`src/rtl/assert_macros.svh`:
```
// ----------------------------------------------------------------------------
// assert_macros.svh
// Concurrent assertion shorthands, clocked on clk, disabled while rst_n is low.
// ----------------------------------------------------------------------------
`ifndef ASSERT_MACROS_SVH
`define ASSERT_MACROS_SVH

// Overlapping implication: cons must hold in the same cycle as ante.
`define PLI_ASSERT_SAME(label, ante, cons, msg) \
    label: assert property (@(posedge clk) disable iff (!rst_n) (ante) |-> (cons)) \
        else $error(msg);

// Next-cycle implication: cons must hold in the cycle after ante.
`define PLI_ASSERT_NEXT(label, ante, cons, msg) \
    label: assert property (@(posedge clk) disable iff (!rst_n) (ante) |=> (cons)) \
        else $error(msg);

`endif

```
`src/rtl/pli_pkg.sv`:
```
// ----------------------------------------------------------------------------
// pli_pkg
// Shared codes, state type and controller/datapath interface structs.
// ----------------------------------------------------------------------------
`default_nettype none

package pli_pkg;

    localparam int DATA_W   = 32;
    localparam int STATUS_W = 3;
    localparam int CMD_W    = 2;

    localparam logic [CMD_W-1:0] CMD_CLEAR  = 2'd0;
    localparam logic [CMD_W-1:0] CMD_APPEND = 2'd1;
    localparam logic [CMD_W-1:0] CMD_EVAL   = 2'd2;

    localparam logic [STATUS_W-1:0] ST_OK             = 3'd0;
    localparam logic [STATUS_W-1:0] ST_NOT_INCREASING = 3'd1;
    localparam logic [STATUS_W-1:0] ST_FULL           = 3'd2;
    localparam logic [STATUS_W-1:0] ST_EMPTY          = 3'd3;
    localparam logic [STATUS_W-1:0] ST_SATURATED      = 3'd4;

    localparam logic signed [DATA_W-1:0] Q_MAX = 32'sh7FFF_FFFF;
    localparam logic signed [DATA_W-1:0] Q_MIN = 32'sh8000_0000;

    typedef enum logic [2:0] {
        S_IDLE,
        S_EXEC,
        S_SCAN,
        S_MUL,
        S_DIV,
        S_SUM,
        S_OUT
    } state_t;

    typedef struct packed {
        logic latch_in;
        logic exec;
        logic scan;
        logic mul;
        logic div_step;
        logic sum;
        logic load_out;
    } ctrl_cmd_t;

    typedef struct packed {
        logic eval_go;
        logic scan_finish;
        logic need_interp;
        logic div_last;
        logic out_free;
    } dp_status_t;

endpackage

`default_nettype wire

```
`src/rtl/pli_ctrl.sv`:
```
// ----------------------------------------------------------------------------
// pli_ctrl
// Sequencer: accept, execute, scan, multiply, divide, sum, deliver.
// ----------------------------------------------------------------------------
`default_nettype none

module pli_ctrl import pli_pkg::*; (
    input  wire logic       clk,
    input  wire logic       rst_n,
    input  wire logic       in_valid,
    output logic            in_stall,
    input  wire dp_status_t sts,
    output ctrl_cmd_t       ctl
);

    state_t state_reg;
    state_t state_next;

    always_ff @(posedge clk or negedge rst_n)
    begin
        if (!rst_n)
            state_reg <= S_IDLE;
        else
            state_reg <= state_next;
    end

    always_comb
    begin
        state_next = state_reg;
        case (state_reg)
            S_IDLE:
            begin
                if (in_valid)
                    state_next = S_EXEC;
            end
            S_EXEC:
            begin
                state_next = sts.eval_go ? S_SCAN : S_OUT;
            end
            S_SCAN:
            begin
                if (sts.scan_finish)
                    state_next = sts.need_interp ? S_MUL : S_OUT;
            end
            S_MUL:
            begin
                state_next = S_DIV;
            end
            S_DIV:
            begin
                if (sts.div_last)
                    state_next = S_SUM;
            end
            S_SUM:
            begin
                state_next = S_OUT;
            end
            S_OUT:
            begin
                if (sts.out_free)
                    state_next = S_IDLE;
            end
            default:
            begin
                state_next = S_IDLE;
            end
        endcase
    end

    always_comb
    begin
        ctl      = '0;
        in_stall = 1'b1;
        case (state_reg)
            S_IDLE:
            begin
                in_stall     = 1'b0;
                ctl.latch_in = in_valid;
            end
            S_EXEC:
            begin
                ctl.exec = 1'b1;
            end
            S_SCAN:
            begin
                ctl.scan = 1'b1;
            end
            S_MUL:
            begin
                ctl.mul = 1'b1;
            end
            S_DIV:
            begin
                ctl.div_step = 1'b1;
            end
            S_SUM:
            begin
                ctl.sum = 1'b1;
            end
            S_OUT:
            begin
                ctl.load_out = sts.out_free;
            end
            default:
            begin
                ctl = '0;
            end
        endcase
    end

endmodule

`default_nettype wire

```
`config.mk`:
```
export PLATFORM = sky130hd
export DESIGN_NAME = pli_ctrl
export DESIGN_NICKNAME = d
export VERILOG_FILES = /design/src/rtl/assert_macros.svh /design/src/rtl/pli_pkg.sv /design/src/rtl/pli_ctrl.sv
export SDC_FILE = /design/constraint.sdc
export NUM_CORES = 1
export LEC_CHECK = 0
export ABC_CLOCK_PERIOD_IN_PS = 1200
export BUFFER_PORTS_ARGS = -buffer_cell sky130_fd_sc_hd__buf_4
export CAP_MARGIN = 20
export CORE_AREA = 2 2 39 41
export CTS_CLUSTER_DIAMETER = 200
export DETAILED_ROUTE_END_ITERATION = 10
export DIE_AREA = 0 0 41 43
export GPL_ROUTABILITY_DRIVEN = 0
export HOLD_SLACK_MARGIN = 0.1
export PLACE_DENSITY = 0.44
export SYNTH_ARGS = -nofsm -noshare
export SYNTH_HDL_FRONTEND = slang
export SYNTH_SLANG_ARGS = --single-unit
```
`constraint.sdc`:
```
create_clock -name clk -period 1.2 [get_ports clk]
set_clock_uncertainty 0.2 [all_clocks]
set_input_delay 0.24 -clock clk [delete_from_list [all_inputs] [get_ports clk]]
set_output_delay 0.24 -clock clk [all_outputs]
set_load 0.05 [all_outputs]
```
Word level (Yosys, flattened, before mapping)
Cells that the tools add are included.

operators by class
  multiplexer cells = 15
  reductions and logical operators = 2
  eq/ne operators = 10

operators with widths
  operator              number
  $pmux W3 S7           1
  $mux W3               6
  $eq A3 B3 Y1 const B  3
  $mux W1               8
  $ne A2 B2 Y1 const B  4
  $eq A3 B2 Y1 const B  2
  $reduce_and A4 Y1     1
  $eq A3 B1 Y1 const B  1
  $logic_not A3 Y1      1

storage, ports and cells
  output and inout bits = 8
  flip-flop bits (word level) = 3
  word-level logic and storage cells = 28
  input bits = 8

Logic depth before layout (Yosys ltp)
  word-level depth = 3
  mapped depth = 4
  mapped depth without buffers = 3

Least setup slack after synthesis
No wires, ideal clock.

  path type = flip-flop to output port
  start point = register state_reg[0]
  end point = output port ctl[4] in the netlist's numbering
  stages on the path, launching flop included = 3
  path buffers = 1
  data required time = 0.760 ns
  path slack = -0.929 ns
  data arrival time = 1.689 ns
  cell sequence = dfrtp_1 buf_2 nor3b_1

RTL lines
  element                   RTL line        RTL
  start: declaration        pli_ctrl.sv:16  state_t state_reg;
  start signal: assignment  pli_ctrl.sv:24  state_reg <= state_next;
  end: declaration          pli_ctrl.sv:13  output ctrl_cmd_t ctl

==> metrics <==
RSZ-0062 raised after global routing yes; highest clock rate 0.593 GHz; #FFs+latches synth 3; placed cells 66; Synth Cell Area 265 um2; worst-margin pin slew 0.254 ns; Worst-Skew Late Latency 0.23 ns; DP HPWL 511 um; Worst EP arrival 1.25 ns; Crit Path Max Fanout 2; I/O pins 16; Power Density 3010 nW/um2; Final Hold Vio Count 0; Synth Area in Simple Gates 41.5%; failing checks setup timing; CTS buffer count 3; Final Critical Period 1.69 ns; Compound-Gate Fraction of Synth Area 14.6%; number of max-cap violations 0; Finished Layout Cells 73; Vias 309; Ys Warns 0; Critical Path Sink Type primary output; area grow syn2layout 106%; Max Slew Vio Count 0; CTS tree done; Setup CP Type register to primary output; Setup crit start kind register; Final setup viols 10; Final WS setup -0.485 ns; post-synthesis sequential area ratio 28.3%; root buffer cell clkbuf_4; final period utilization 140%; Die Height 43 um; WL/cell 9.99 um; nets 66; Hold Crit Class primary input to asynchronous set/reset pin; status complete, but fails checks; critical-path cell list or3_4 > nor2_4 > buf_8; core footprint 1380 um2; post-synthesis mux area share 3.77%; Synth Area in XOR/XNOR 0%; Crit-path slowest cell or3_4; CP required 0.76 ns; post-route ant nets 0; Synth Instances 33; largest net degree at the start of global routing 11; Congestion Overflow GR 0; Die Span X 41 um; relative slew slack 83.0%; Adder-Cell Fraction of Synth Area 0%; largest family of logic cells by synthesized area simple AND/OR/NAND/NOR gates; Port-buffer cells 15; row count 14; CTS sink count 3; Synth Net Count 41; detailed-route vias per instance 4.23; gr usage total 10.5%; die area 1760 um2; # DRC 0; DR pass1 iterations 4; delay of the slowest cell on the worst path 0.40 ns; Peak VDD IR 0.00111 V; share of cells above drive strength 1 61.4%; Mapped Avg Cell Area 8.04 um2; leak pwr 0.246 nW; final WL 729 um; starting DRC count in detailed routing 7; CTS clk-pin slew, worst paths 0.04 ns; Post-Place Setup Slack -0.264 ns; # H-tree levels 1; clk buf depth 2; post-synth cell types 22; Inserted Diodes 0; antenna violations before repair 0; Starting Density 19.2%; first-pass GRT wire length 1230 um; max reg flops 3; vias in the first global route 331
## cell usage after synthesis, drive strengths merged
cell	number	area, um2
a2111oi	1	15.0
a21oi	1	5.00
a31oi	1	6.26
and3	1	6.26
buf	3	23.8
dfrtp	3	75.1
inv	2	7.51
mux2i	1	10.0
nand2	4	15.0
nand2b	2	12.5
nand3b	1	7.51
nand4b	1	8.76
nor2	4	17.5
nor2b	1	6.26
nor3	2	10.0
nor3b	2	15.0
o21a	1	7.51
o21ai	1	5.00
or3	1	11.3
## stage by stage
stage	hold WS (ns)	TNS, ns	util [%]	power, mW	cell area (um2)
final	0.134	-3.55	39.5	1.65	547
after global routing	0.143	-4.16	39.5	1.76	547
after CTS	0.126	-3.64	39.2	1.65	543
after detailed placement	-0.169	-1.89	31.9	1.30	442
after global placement	-0.170	-1.90	31.9	1.30	442
after floorplan	-0.256	-2.90	-	1.02	299
## power by group
| group | leakage [nW] | internal, mW | switching (mW) | total, mW |
|---|---|---|---|---|
| registers | 0.0379 | 0.151 | 0.0358 | 0.187 |
| logic | 0.193 | 0.541 | 0.746 | 1.29 |
| clock network | 0.0150 | 0.124 | 0.0496 | 0.174 |
| total | 0.246 | 0.817 | 0.831 | 1.65 |
## placed cells by master (no fill, tap or decap), types with 2 or more instances in the layout
cell type / netlist / layout
buf_4: 1 / 13
buf_6: 1 / 6
buf_8: 0 / 2
clkbuf_4: 0 / 3
dfrtp_1: 3 / 3
dlygate4sd3_1: 0 / 2
nand2_1: 4 / 4
nor2_2: 1 / 2
## what timing repair did
item                                    4_1_cts  5_1_grt
pin swaps                                     2        0
endpoints found under the setup margin       10       10
buffers inserted                              1        0
endpoints found under the hold margin         4        0
hold buffers                                  2        0
resized for setup                            12        1
## worst max-delay path, delay by kind of cell, from the launching register on
kind / cells / cell delay [ns]
buffers and inverters: 1 / 0.15
flip-flops: 1 / 0.37
AND/OR/NAND/NOR: 2 / 0.50
## cells by family (layout without fill, tap and decap cells)
| kind of cell | after synthesis | count (layout) |
|---|---|---|
| muxes | 1 | 1 |
| and+or+nand+nor | 19 | 19 |
| DFF | 3 | 3 |
| buffers and inverters | 5 | 29 |
| AOI/OAI and AO/OA | 5 | 5 |
## final timing paths
kind	startpoint	end	slack, ns	cells past startpoint
hold / removal	rst_n	state_reg[1]	0.13	2
max in group asynchronous	rst_n	state_reg[2]	0.57	2
setup reg to reg	state_reg[1]	state_reg[2]	-0.21	5
setup / recovery	state_reg[1]	ctl[6]	-0.49	3
hold reg to reg	state_reg[0]	state_reg[1]	0.46	3
min in group clk	sts[3]	state_reg[2]	0.14	3
## layer usage
layer  part of all wire, %  global-route usage, %  vias up
met4                     0                   8.00        0
met3                   5.1                   3.66        0
met1                    45                   11.4      138
li1                      -                      -      160
met5                     0                      0        -
met2                    50                   15.6       11
## area by class of cell
cell class              instances  area [um2]
clock buffers                   4        26.3
multi-input cells              25         203
well taps                      16        20.0
fillers                       146         837
flip-flops and latches          3        75.1
inverters                       2        7.51
repair buffers                 23         215
Note: power is estimated with default switching activity, not from simulation.
